`src/sv/krsm_pkg.sv`:
```
// krsm_pkg: shared types, constants and field widths for the slot mapper.
// Used by krsm_ctrl, krsm_datapath and keyed_ragged_slot_mapper.
`timescale 1ns / 1ps

package krsm_pkg;

    // Default sizing of the entry table
    localparam int ENTRIES_DEF  = 64;
    localparam int KEY_BITS_DEF = 32;

    // Fixed field widths of the stream words
    localparam int OP_BITS      = 2;
    localparam int IDX_BITS     = 7;
    localparam int KEY_IN_BITS  = 32;
    localparam int OFS_BITS     = 32;
    localparam int CNT_BITS     = 16;
    localparam int SLOT_BITS    = 32;
    localparam int KEY_MAX_BITS = 64;
    localparam int IN_TDATA_BITS  = 136;
    localparam int OUT_TDATA_BITS = 32;

    // Operation codes carried on s_tuser
    localparam logic [OP_BITS-1:0] OP_WRITE   = 2'd0;
    localparam logic [OP_BITS-1:0] OP_RESOLVE = 2'd1;
    localparam logic [OP_BITS-1:0] OP_SEARCH  = 2'd2;

    // Controller states
    typedef enum logic [3:0] {
        ST_IDLE,
        ST_DECODE,
        ST_WRITE,
        ST_SCAN,
        ST_RD_ENTRY,
        ST_RD_NEXT,
        ST_MUL,
        ST_CHECK,
        ST_FAIL,
        ST_DONE
    } state_t;

    // Source of the result registers
    typedef enum logic [1:0] {
        RES_FAIL,
        RES_WRITE,
        RES_CHECK
    } res_sel_t;

    // Commands from controller to datapath
    typedef struct packed {
        logic     capture;
        logic     write_en;
        logic     scan_step;
        logic     idx_from_scan;
        logic     next_rd;
        logic     mul_en;
        logic     res_load;
        res_sel_t res_sel;
        logic     out_load;
    } ctrl_cmd_t;

    // Status from datapath to controller
    typedef struct packed {
        logic [OP_BITS-1:0] op;
        logic               idx_live;
        logic               scan_hit;
        logic               scan_done;
        logic               out_free;
    } dp_status_t;

endpackage

```
`src/sv/krsm_ctrl.sv`:
```
// krsm_ctrl: sequencing state machine of the slot mapper.
// Depends on krsm_pkg; drives the command struct of krsm_datapath.
`timescale 1ns / 1ps

module krsm_ctrl
    import krsm_pkg::*;
(
    input  logic       clk,
    input  logic       rst_n,
    input  logic       s_tvalid,
    output logic       s_tready,
    input  dp_status_t status,
    output ctrl_cmd_t  cmd
);

    state_t state_reg;
    state_t state_next;

    // State register
    always_ff @(posedge clk or negedge rst_n)
    begin
        if (!rst_n)
        begin
            state_reg <= ST_IDLE;
        end
        else
        begin
            state_reg <= state_next;
        end
    end

    // Next state
    always_comb
    begin
        state_next = state_reg;
        unique case (state_reg)
            ST_IDLE:
            begin
                if (s_tvalid)
                begin
                    state_next = ST_DECODE;
                end
            end
            ST_DECODE:
            begin
                unique case (status.op)
                    OP_WRITE:   state_next = ST_WRITE;
                    OP_RESOLVE: state_next = ST_RD_ENTRY;
                    OP_SEARCH:  state_next = ST_SCAN;
                    default:    state_next = ST_FAIL;
                endcase
            end
            ST_WRITE:
            begin
                state_next = ST_DONE;
            end
            ST_SCAN:
            begin
                if (status.scan_hit)
                begin
                    state_next = ST_RD_ENTRY;
                end
                else if (status.scan_done)
                begin
                    state_next = ST_FAIL;
                end
            end
            ST_RD_ENTRY:
            begin
                state_next = status.idx_live ? ST_RD_NEXT : ST_FAIL;
            end
            ST_RD_NEXT:
            begin
                state_next = ST_MUL;
            end
            ST_MUL:
            begin
                state_next = ST_CHECK;
            end
            ST_CHECK:
            begin
                state_next = ST_DONE;
            end
            ST_FAIL:
            begin
                state_next = ST_DONE;
            end
            ST_DONE:
            begin
                if (status.out_free)
                begin
                    state_next = ST_IDLE;
                end
            end
            default:
            begin
                state_next = ST_IDLE;
            end
        endcase
    end

    // Command outputs
    always_comb
    begin
        cmd      = '0;
        cmd.res_sel = RES_FAIL;
        s_tready = 1'b0;
        unique case (state_reg)
            ST_IDLE:
            begin
                s_tready    = 1'b1;
                cmd.capture = s_tvalid;
            end
            ST_DECODE:
            begin
            end
            ST_WRITE:
            begin
                cmd.write_en = 1'b1;
                cmd.res_load = 1'b1;
                cmd.res_sel  = RES_WRITE;
            end
            ST_SCAN:
            begin
                cmd.scan_step     = 1'b1;
                cmd.idx_from_scan = status.scan_hit;
            end
            ST_RD_ENTRY:
            begin
            end
            ST_RD_NEXT:
            begin
                cmd.next_rd = 1'b1;
            end
            ST_MUL:
            begin
                cmd.mul_en = 1'b1;
            end
            ST_CHECK:
            begin
                cmd.res_load = 1'b1;
                cmd.res_sel  = RES_CHECK;
            end
            ST_FAIL:
            begin
                cmd.res_load = 1'b1;
                cmd.res_sel  = RES_FAIL;
            end
            ST_DONE:
            begin
                cmd.out_load = status.out_free;
            end
            default:
            begin
            end
        endcase
    end

endmodule

```
`config.mk`:
```
export PLATFORM = sky130hd
export DESIGN_NAME = krsm_ctrl
export DESIGN_NICKNAME = d
export VERILOG_FILES = /design/src/sv/krsm_pkg.sv /design/src/sv/krsm_ctrl.sv
export SDC_FILE = /design/constraint.sdc
export NUM_CORES = 1
export LEC_CHECK = 0
export ABC_AREA = 1
export BUFFER_PORTS_ARGS = -buffer_cell sky130_fd_sc_hd__buf_2
export CORE_AREA = 10 10 47 49
export DETAILED_ROUTE_END_ITERATION = 8
export DIE_AREA = 0 0 57 59
export PLACE_DENSITY_LB_ADDON = 0.12
export SETUP_SLACK_MARGIN = 0.05
export SLEW_MARGIN = 20
export SYNTH_ARGS = -nofsm -noshare
export SYNTH_HDL_FRONTEND = slang
export SYNTH_SLANG_ARGS = --single-unit
```
`constraint.sdc`:
```
create_clock -name clk -period 1.4 [get_ports clk]
set_clock_uncertainty 0.05 [all_clocks]
set_input_delay 0.35 -clock clk [delete_from_list [all_inputs] [get_ports clk]]
set_output_delay 0.35 -clock clk [all_outputs]
set_load 0.01 [all_outputs]
```
## Word-level counts from Yosys, hierarchy flattened

Cells that the tools add are included.
W data, S select, Z words.

| storage, ports and cells | value |
|---|---|
| bits of input ports | 9 |
| word-level logic and storage cells | 34 |
| output and inout bits | 11 |
| bits in registers | 4 |

| cells by class | value |
|---|---|
| equal/unequal tests | 14 |
| muxes and demuxes | 15 |
| reductions and logical operators | 4 |

Operators with widths:

| operator | number |
|---|---|
| $pmux W4 S8 | 1 |
| $mux W4 | 5 |
| $eq A4 B3 Y1 const B | 4 |
| $pmux W4 S3 | 1 |
| $pmux W3 S3 | 1 |
| $eq A4 B2 Y1 const B | 2 |
| $eq A4 B4 Y1 const B | 2 |
| $mux W1 | 6 |
| $eq A4 B1 Y1 const B | 1 |
| $logic_not A4 Y1 | 1 |
| $ne A2 B2 Y1 const B | 2 |
| $ne A3 B3 Y1 const B | 1 |
| $reduce_and A3 Y1 | 1 |
| $reduce_or A3 Y1 | 1 |
| $eq A2 B1 Y1 const B | 1 |
| $eq A2 B2 Y1 const B | 1 |
| $logic_not A2 Y1 | 1 |
| $mux W2 | 1 |

## Longest topological paths before layout

Gate-level depths: netlist of run 1.

| depth | value |
|---|---|
| depth after elaboration | 3 |
| mapped depth | 8 |
| mapped depth without buffers | 8 |

## Worst setup path before layout of run 1

Ideal clock, no wire load.

| timing path | value |
|---|---|
| path type | flip-flop to output port |
| start point | register state_reg[3] |
| end point | output port cmd[3] in the netlist's numbering |
| buffers on the path | 0 |
| arrival time | 0.856 ns |
| slack | 0.144 ns |
| stages on the path, launching flop included | 6 |
| data required time | 1.000 ns |
| cells stage by stage | dfrtp_1 -> nor2_2 -> nand2_1 -> nand2_1 -> nor2_2 -> inv_1 |

RTL lines:

| element | RTL line | text |
|---|---|---|
| from (decl) | krsm_ctrl.sv:16 | `state_t state_reg;` |
| from (signal assigned) | krsm_ctrl.sv:28 | `state_reg <= state_next;` |
| to (decl) | krsm_ctrl.sv:13 | `output ctrl_cmd_t cmd` |

==> flow_summary.json, run 1 <==
{
  "largest_register_ffs": 4,
  "via_count": 530,
  "max_slew.worst_pin.slew_ps": 190,
  "fin_cells": 123,
  "place_ws_ps": 22.2,
  "worstPathCellList": "nand2_1 -> inv_2 -> nand2_2 -> nand2_2 -> nor2_2 -> inv_1 -> buf_2",
  "critPathRequiredTime_ps": 1000,
  "fin_crit_sh_pct": 115,
  "path_common_cell": "nand2_2",
  "fin_tns_setup_ps": -1630,
  "synth_top_area_cell": "dfrtp_1",
  "grt_pass1_wl_mm": 2.13,
  "rsz0062_at_grt": "yes",
  "clockRootBuffer": "clkbuf_4",
  "firstDrtPassIters": 3,
  "antenna_found_initial": 0,
  "hold_class": "in -> reg",
  "cp_num_buf_inv": 3,
  "p_int_w": 0.000675,
  "avgViaCountPerCell": 4.31,
  "fin_area_um2": 716,
  "clock_sinks": 4,
  "routabilityCongestion": 0.769,
  "pin_count": 20,
  "synth_cells": 72,
  "reg2reg_to": "state_reg[3]",
  "area_growth_pct": 78.7,
  "clock_power_share_pct": 11.1,
  "ys_seq_area_share_pct": 25.0,
  "start_kind": "flop",
  "synth_nets": 81,
  "cts_tree": "yes",
  "crit_fanout": 4,
  "p_per_area_mw_per_mm2": 1760,
  "coreArea_mm2": 0.00140,
  "drt_iter0_drc": 3,
  "power_switching_w": 0.000585,
  "initial_core_util_pct": 28.6,
  "violations": "negative setup slack",
  "hpwl_mm": 1.02,
  "slowest_stage": "dfrtp_2",
  "end_kind": "output port",
  "antenna_cells": 0,
  "yosysWarnings": 0,
  "worst_ir_drop_vdd_v": 0.00103,
  "grt_max_degree": 6,
  "grtUsageTotal_pct": 7.85,
  "setup.reg_to_reg.worst_slack_ps": -10,
  "die_w_um": 57,
  "critical_path_arrival_ps": 1220,
  "synthTopCellsByArea": "dfrtp_1 (25%), inv_1 (17%), nand2_1 (17%)",
  "finalHoldViolations": 0,
  "netSwitchingFraction_pct": 46.4,
  "cts_max_level": 1,
  "whs_path_depth": 3,
  "wirelength_mm": 1.26,
  "worst_slack_ps": -215,
  "power.leakage_nw": 0.450,
  "worstRegToRegCells": 9,
  "utilization_pct": 51.1,
  "path_clk_slew_ps": 40,
  "die_h_um": 59,
  "maxSlewViolCount": 0,
  "num-nets-final": 118,
  "power_frac_comb_pct": 69.8,
  "crit_family": "flip-flops",
  "synth_seq_cells": 4,
  "insertion_delay_ps": 230,
  "rows": 14,
  "port_buffers": 19,
  "hold_path_startpoint": "status[2]",
  "die_area_mm2": 0.00336,
  "avgSynthCellArea_um2": 5.56,
  "synth_top_area_share_pct": 25.0,
  "grt_pass1_vias": 544,
  "grt_overflow_total": 0,
  "crit_start": "state_reg[0]",
  "drive_gt1_share_pct": 57.9,
  "synth_area_um2": 400,
  "fmax_mhz": 619,
  "placed_cell_area_um2": 553,
  "max-cap-violations": 0,
  "cpPeakStageDelay_ps": 440,
  "numCtsBuffers": 3,
  "avgRoutedWirePerCell_um": 10.3,
  "drc_errors": 0,
  "finalCriticalPeriod_ps": 1620,
  "finalSetupViolations": 13,
  "postRouteAntennaNets": 0,
  "outcome": "finished, violations left",
  "cts_max_path_buffers": 2,
  "p_seq_share_pct": 19.1,
  "dp.cells": 112,
  "synth_cell_types": 12,
  "whs_endpoint": "state_reg[2]",
  "slew-limit-headroom_pct": 87.3,
  "reg2reg_from": "state_reg[0]",
  "critical_path_class": "reg -> out"
}
## Yosys cell counts
cell,count
nand2_2,3
nand2_1,18
inv_2,2
nor2_2,5
nand3_1,7
o2111ai_1,1
dfrtp_1,4
nor2_1,10
inv_1,18
o21ai_0,1
nor3_1,2
nor2_4,1
## stage by stage
step / hold WS, ps / power (W)
2_1_floorplan: 4.41 / 0.000613
3_3_place_gp: 106 / 0.000891
3_5_place_dp: 108 / 0.000894
4_1_cts: 369 / 0.00120
5_1_grt: 358 / 0.00139
6_report: 350 / 0.00126
## worst max path at each step
stage | end | slack, ps | cells past startpoint
floorplan | cmd[3] | 140 | 5
global placement | cmd[3] | 20 | 6
detailed placement | cmd[3] | 20 | 6
CTS | cmd[3] | -220 | 7
global route | cmd[3] | -300 | 7
finish | cmd[3] | -220 | 7
## layout by cell type, fill, tap and decap left out
master         netlist  final
nor2_1              10      8
nand2_2              3      8
nor2_4               1      5
dfrtp_2              0      2
dfrtp_1              4      2
inv_2                2      6
nand2_1             18     13
inv_1               18     14
buf_6                0      3
buf_2                0     17
o21ai_0              1      1
nand3_2              0      1
o2111ai_2            0      1
nor2_2               5      3
nor3_2               0      2
clkbuf_4             0      3
buf_4                0     11
dlygate4sd3_1        0      1
nand3_1              7      6
## cells by family after synthesis
| family | after synthesis | share of synthesized area, % |
|---|---|---|
| flip-flops | 4 | 25.0 |
| AO/OA/AOI/OAI | 2 | 3.44 |
| buffers and inverters | 20 | 18.7 |
| AND/OR/NAND/NOR | 46 | 52.8 |
## power groups by stage
stage | Sequential (W) | Clock [W] | Combinational [W]
after detailed placement | 0.000216 | 0 | 0.000678
after floorplan | 0.000210 | 0 | 0.000403
after global routing | 0.000247 | 0.000159 | 0.000982
final | 0.000241 | 0.000140 | 0.000879
after global placement | 0.000214 | 0 | 0.000677
after CTS | 0.000222 | 0.000146 | 0.000829
## tightest hold or removal path: stages
cell and delay, ps:
buf_2 90, nand2_1 60, o2111ai_2 90
## routing by layer
metal | vias up | GRT usage, % | wire length (µm)
met2 | 20 | 12.2 | 586
li1 | 284 | - | -
met3 | 2 | 4.51 | 130
met4 | 0 | 4.03 | 19
met1 | 224 | 8.27 | 526
met5 | - | 0 | 0
## cell type report
type	count	area [µm²]
clock buffer	3	22.5
fill	158	686
inverter	20	75.1
multi-input combinational	48	284
sequential	4	103
tap	16	20.0
timing repair buffer	32	211
## what timing repair did
item | in CTS | in global routing
pin swaps | 4 | 12
hold endpoints to repair | 4 | 0
buffers inserted | 6 | 2
gates resized for setup | 12 | 12
hold buffers | 1 | 0
setup endpoints to repair | 11 | 14
(Power assumes the default switching activity.)
==> inputs of run 2 (changes only) <==
--- a/config.mk
+++ b/config.mk
@@ -11,7 +11,6 @@
 export DETAILED_ROUTE_END_ITERATION = 8
 export DIE_AREA = 0 0 57 59
 export PLACE_DENSITY_LB_ADDON = 0.12
-export SETUP_SLACK_MARGIN = 0.05
 export SLEW_MARGIN = 20
 export SYNTH_ARGS = -nofsm -noshare
 export SYNTH_HDL_FRONTEND = slang
==> constraint.sdc (replaced) <==
create_clock -name clk -period 2.05 [get_ports clk]
set_clock_uncertainty 0.05 [all_clocks]
set_input_delay 0.5125 -clock clk [delete_from_list [all_inputs] [get_ports clk]]
set_output_delay 0.5125 -clock clk [all_outputs]
set_load 0.01 [all_outputs]
==> flow_summary.json, run 2 (synthesis results as in run 1) <==
{
  "mostFrequentLayoutCells": "buf_2 (19), nand2_1 (18), inv_1 (18)",
  "port_buffers": 19,
  "fill_cells": 172,
  "cts_max_path_buffers": 2,
  "num-nets-final": 105,
  "largest_register_ffs": 4,
  "avgRoutedWirePerCell_um": 10.2,
  "via_count": 463,
  "finalHoldViolations": 0,
  "die_w_um": 57,
  "outcome": "complete, no violations",
  "start_kind": "flop",
  "hold_class": "in -> async",
  "critical_path_class": "reg -> out",
  "postRouteAntennaNets": 0,
  "cts_max_level": 1,
  "rsz0062_at_grt": "no",
  "grt_pass1_vias": 467,
  "max_slew.worst_pin.slew_ps": 245,
  "worstPathCellList": "nor2_2 -> inv_1 -> nor2_1 -> nor2_2 -> inv_1 -> buf_2",
  "end_kind": "output port",
  "crit_fanout": 4,
  "grt_pass1_wl_mm": 1.86,
  "antenna_cells": 0,
  "cts_tree": "yes",
  "initial_core_util_pct": 28.6,
  "hpwl_mm": 1.04,
  "p_per_area_mw_per_mm2": 1170,
  "cpPeakStageDelay_ps": 400,
  "coreArea_mm2": 0.00140,
  "final_common_cell": "buf_2",
  "finalCriticalPeriod_ps": 1790,
  "seq_area_um2": 100,
  "slowest_stage": "dfrtp_1",
  "die_area_mm2": 0.00336,
  "finalSetupViolations": 0,
  "routabilityCongestion": 0.746,
  "power.leakage_nw": 0.387,
  "path_clk_slew_ps": 40,
  "fmax_mhz": 558,
  "cts_hold_buf": 0,
  "numCtsBuffers": 3,
  "ctsResizeCount": 0,
  "area_growth_pct": 34.4,
  "grtUsageTotal_pct": 7.15,
  "drt_iter0_drc": 3,
  "avgViaCountPerCell": 4.21,
  "slew-limit-headroom_pct": 83.6,
  "insertion_delay_ps": 230,
  "fin_tns_setup_ps": 0,
  "drive_gt1_share_pct": 35.1,
  "critical_path_arrival_ps": 1230,
  "clock_sinks": 4,
  "fin_crit_sh_pct": 87.4,
  "pin_count": 20,
  "critPathRequiredTime_ps": 1490,
  "wirelength_mm": 1.12,
  "max-cap-violations": 0,
  "placed_cell_area_um2": 515,
  "die_h_um": 59,
  "rows": 14,
  "firstDrtPassIters": 4,
  "grt_max_degree": 6,
  "antenna_found_initial": 0,
  "clockRootBuffer": "clkbuf_4",
  "cts_setup_buffers": 0,
  "grt_overflow_total": 0,
  "worst_ir_drop_vdd_v": 0.000496,
  "multi_input_area_um2": 225,
  "drc_errors": 0,
  "fin_area_um2": 538,
  "maxSlewViolCount": 0
}
run 2: cell types whose count changed in the layout (fill, tap and decap cells not counted), moves of 3 or more:
cell,previous run,this run
buf_4,11,0
buf_6,3,0
inv_1,14,18
inv_2,6,2
nand2_1,13,18
nand2_2,8,3
nor2_4,5,1
run 2: cell type report:
class	count	share of cell area (%)
clock buffers	3	4.19
inverters	20	14.0
multi-input cells	48	41.9
flip-flops and latches	4	18.6
well taps	16	3.72
repair buffers	19	17.7
run 2: where the power goes:
group	internal, W	switching [W]	total (W)	leakage (nW)
logic	0.000138	0.000249	0.000387	0.322
clock network	0.0000654	0.0000304	0.0000958	0.0138
registers	0.000110	0.0000357	0.000146	0.0517
total	0.000314	0.000315	0.000629	0.387
run 2: worst max-delay path, delay by kind of cell, from the launching register on:
family,cells,cell delay (ps)
buf+inv,3,230
flops,1,400
simple gates,3,370
run 2: path summary, 6_finish.rpt:
| path | cells past startpoint | from | end | slack, ps |
|---|---|---|---|---|
| hold reg to reg | 3 | state_reg[1] | state_reg[2] | 620 |
| setup reg to reg | 6 | state_reg[3] | state_reg[0] | 780 |
| max in group asynchronous | 1 | rst_n | state_reg[0] | 1800 |
| min in group clk | 3 | status[2] | state_reg[2] | 510 |
| hold / removal | 1 | rst_n | state_reg[3] | 30 |
| setup / recovery | 6 | state_reg[0] | cmd[3] | 260 |
run 2: layer usage:
layer	vias up	wire (µm)	GRT usage (%)
met1	184	489	7.19
met5	-	0	0
li1	257	-	-
met2	18	486	11.0
met4	0	43	7.05
met3	4	101	2.79
run 2: metrics by stage:
step	setup slack [ps]	instances	hold slack, ps	total power, W	utilization [%]
final	258	110	26.2	0.000629	38.4
after global routing	127	110	14.0	0.000710	38.4
after CTS	234	110	24.1	0.000642	38.4
after detailed placement	487	107	272	0.000543	36.8
after global placement	472	107	268	0.000544	36.8
after floorplan	631	72	167	0.000419	-
==> inputs of run 3 (changes only) <==
--- a/config.mk
+++ b/config.mk
@@ -11,6 +11,7 @@
 export DETAILED_ROUTE_END_ITERATION = 8
 export DIE_AREA = 0 0 57 59
 export PLACE_DENSITY_LB_ADDON = 0.12
+export REMOVE_ABC_BUFFERS = 1
 export SLEW_MARGIN = 20
 export SYNTH_ARGS = -nofsm -noshare
 export SYNTH_HDL_FRONTEND = slang
==> constraint.sdc (replaced) <==
create_clock -name clk -period 2.05 [get_ports clk]
set_clock_uncertainty 0.05 [all_clocks]
set_input_delay 0.3075 -clock clk [delete_from_list [all_inputs] [get_ports clk]]
set_output_delay 0.3075 -clock clk [all_outputs]
set_load 0.01 [all_outputs]
==> flow_summary.json, run 3 (synthesis results as in run 1) <==
{
  "outcome": "complete, no violations",
  "ctsResizeCount": 0,
  "drt_iter0_drc": 2,
  "rsz0062_at_grt": "no",
  "largest_register_ffs": 4,
  "drive_gt1_share_pct": 34.7,
  "p_int_w": 0.000315,
  "worstPathCellList": "nor2_2 -> nand2_1 -> nand2_1 -> nor2_2 -> inv_1 -> buf_2",
  "path_depth": 6,
  "clock_power_share_pct": 15.4,
  "wirelength_mm": 1.11,
  "cts_tree": "yes",
  "pin_count": 20,
  "critical_path_arrival_ps": 1250,
  "postRouteAntennaNets": 0,
  "cts_max_level": 1,
  "max_slew.worst_pin.slew_ps": 230,
  "rows": 14,
  "grt_overflow_total": 0,
  "finalCriticalPeriod_ps": 1610,
  "antenna_found_initial": 0,
  "fmax_mhz": 623,
  "power_switching_w": 0.000314,
  "cts_max_path_buffers": 2,
  "slowest_stage": "dfrtp_1",
  "grt_max_degree": 6,
  "hold_class": "in -> reg",
  "fin_cells": 111,
  "path_clk_slew_ps": 30,
  "netSwitchingFraction_pct": 49.9,
  "fin_crit_sh_pct": 78.4,
  "coreArea_mm2": 0.00140,
  "dp.cells": 107,
  "cpPeakStageDelay_ps": 430,
  "max-cap-violations": 0,
  "cp_num_buf_inv": 2,
  "whs_path_depth": 4,
  "num-nets-final": 106,
  "fin_tns_setup_ps": 0,
  "antenna_cells": 0,
  "grt_pass1_wl_mm": 1.76,
  "start_kind": "flop",
  "hpwl_um": 1000,
  "critPathRequiredTime_ps": 1690,
  "die_area_mm2": 0.00336,
  "mostFrequentLayoutCells": "buf_2 (19), nand2_1 (18), inv_1 (18)",
  "worstRegToRegCells": 6,
  "routabilityCongestion": 0.765,
  "clockRootBuffer": "clkbuf_4",
  "grtUsageTotal_pct": 6.64,
  "power_frac_comb_pct": 61.3,
  "maxSlewViolCount": 0,
  "finalSetupViolations": 0,
  "final_common_cell": "buf_2",
  "die_w_um": 57,
  "avgViaCountPerCell": 4.24,
  "die_h_um": 59,
  "port_buffers": 19,
  "fill_cells": 176,
  "end_kind": "output port",
  "initial_core_util_pct": 28.6,
  "via_count": 471,
  "p_per_area_mw_per_mm2": 1150,
  "finalHoldViolations": 0,
  "clock_sinks": 4,
  "numCtsBuffers": 3,
  "worst_ir_drop_vdd_v": 0.000635,
  "drc_errors": 0,
  "critical_path_class": "reg -> out",
  "avgRoutedWirePerCell_um": 10.0,
  "area_growth_pct": 36.9,
  "p_seq_share_pct": 23.3,
  "slew-limit-headroom_pct": 84.5,
  "insertion_delay_ps": 240,
  "power.leakage_nw": 0.391,
  "firstDrtPassIters": 3,
  "utilization_pct": 39.1,
  "crit_fanout": 4,
  "grt_pass1_vias": 464,
  "crit_family": "flip-flops"
}
run 3: changes by cell type in the layout (fill, tap and decap cells not counted):
cell           change
dlygate4sd3_1      +1
run 3: final timing paths:
path	from	endpoint	slack (ps)
max	state_reg[3]	cmd[3]	440
max reg2reg	state_reg[3]	state_reg[3]	780
max in group asynchronous	rst_n	state_reg[3]	1480
min reg2reg	state_reg[1]	state_reg[2]	670
min	status[0]	state_reg[3]	320
min in group asynchronous	rst_n	state_reg[1]	350
run 3: power by group through the flow:
stage	combinational (W)	clock (W)	sequential [W]
2_1_floorplan	0.000275	0	0.000144
3_3_place_gp	0.000397	0	0.000147
3_5_place_dp	0.000396	0	0.000148
4_1_cts	0.000398	0.000101	0.000147
5_1_grt	0.000438	0.000109	0.000153
6_report	0.000385	0.0000969	0.000147
run 3: area by class of cell:
class | count | area, µm² | share of cell area [%]
multi-input cells | 48 | 225 | 41.1
repair buffers | 20 | 105 | 19.2
flip-flops and latches | 4 | 100 | 18.3
inverters | 20 | 75.1 | 13.7
clock buffers | 3 | 22.5 | 4.11
well taps | 16 | 20.0 | 3.65
run 3: repair_timing:
| item | CTS | global route |
|---|---|---|
| hold buffers | 1 | 0 |
| setup endpoints to repair | 0 | 0 |
| endpoints found under the hold margin | 4 | 0 |
| setup buffers | 0 | 0 |
run 3: metrics by stage:
step / setup WS, ps / hold WS [ps] / cell area, µm² / power [W]
after global placement: 685 / 64.0 / 515 / 0.000544
after global routing: 297 / 345 / 548 / 0.000700
after CTS: 426 / 327 / 548 / 0.000645
after floorplan: 836 / -38.1 / 400 / 0.000419
final: 444 / 324 / 548 / 0.000629
after detailed placement: 678 / 64.4 / 515 / 0.000543
run 3: per-layer routing:
layer  vias to the layer above  track usage [%]  part of all wire [%]  wire (µm)
li1                        256                -                     -          -
met1                       191             7.08                    46        511
met2                        19             9.46                    41        454
met3                         5             3.86                    10        114
met4                         0             5.03                   2.6         29
met5                         -                0                     0          0
run 3: worst min-delay path: stages:
cell and delay (ps):
buf_2 70, inv_1 40, nand2_1 90, nand2_1 60
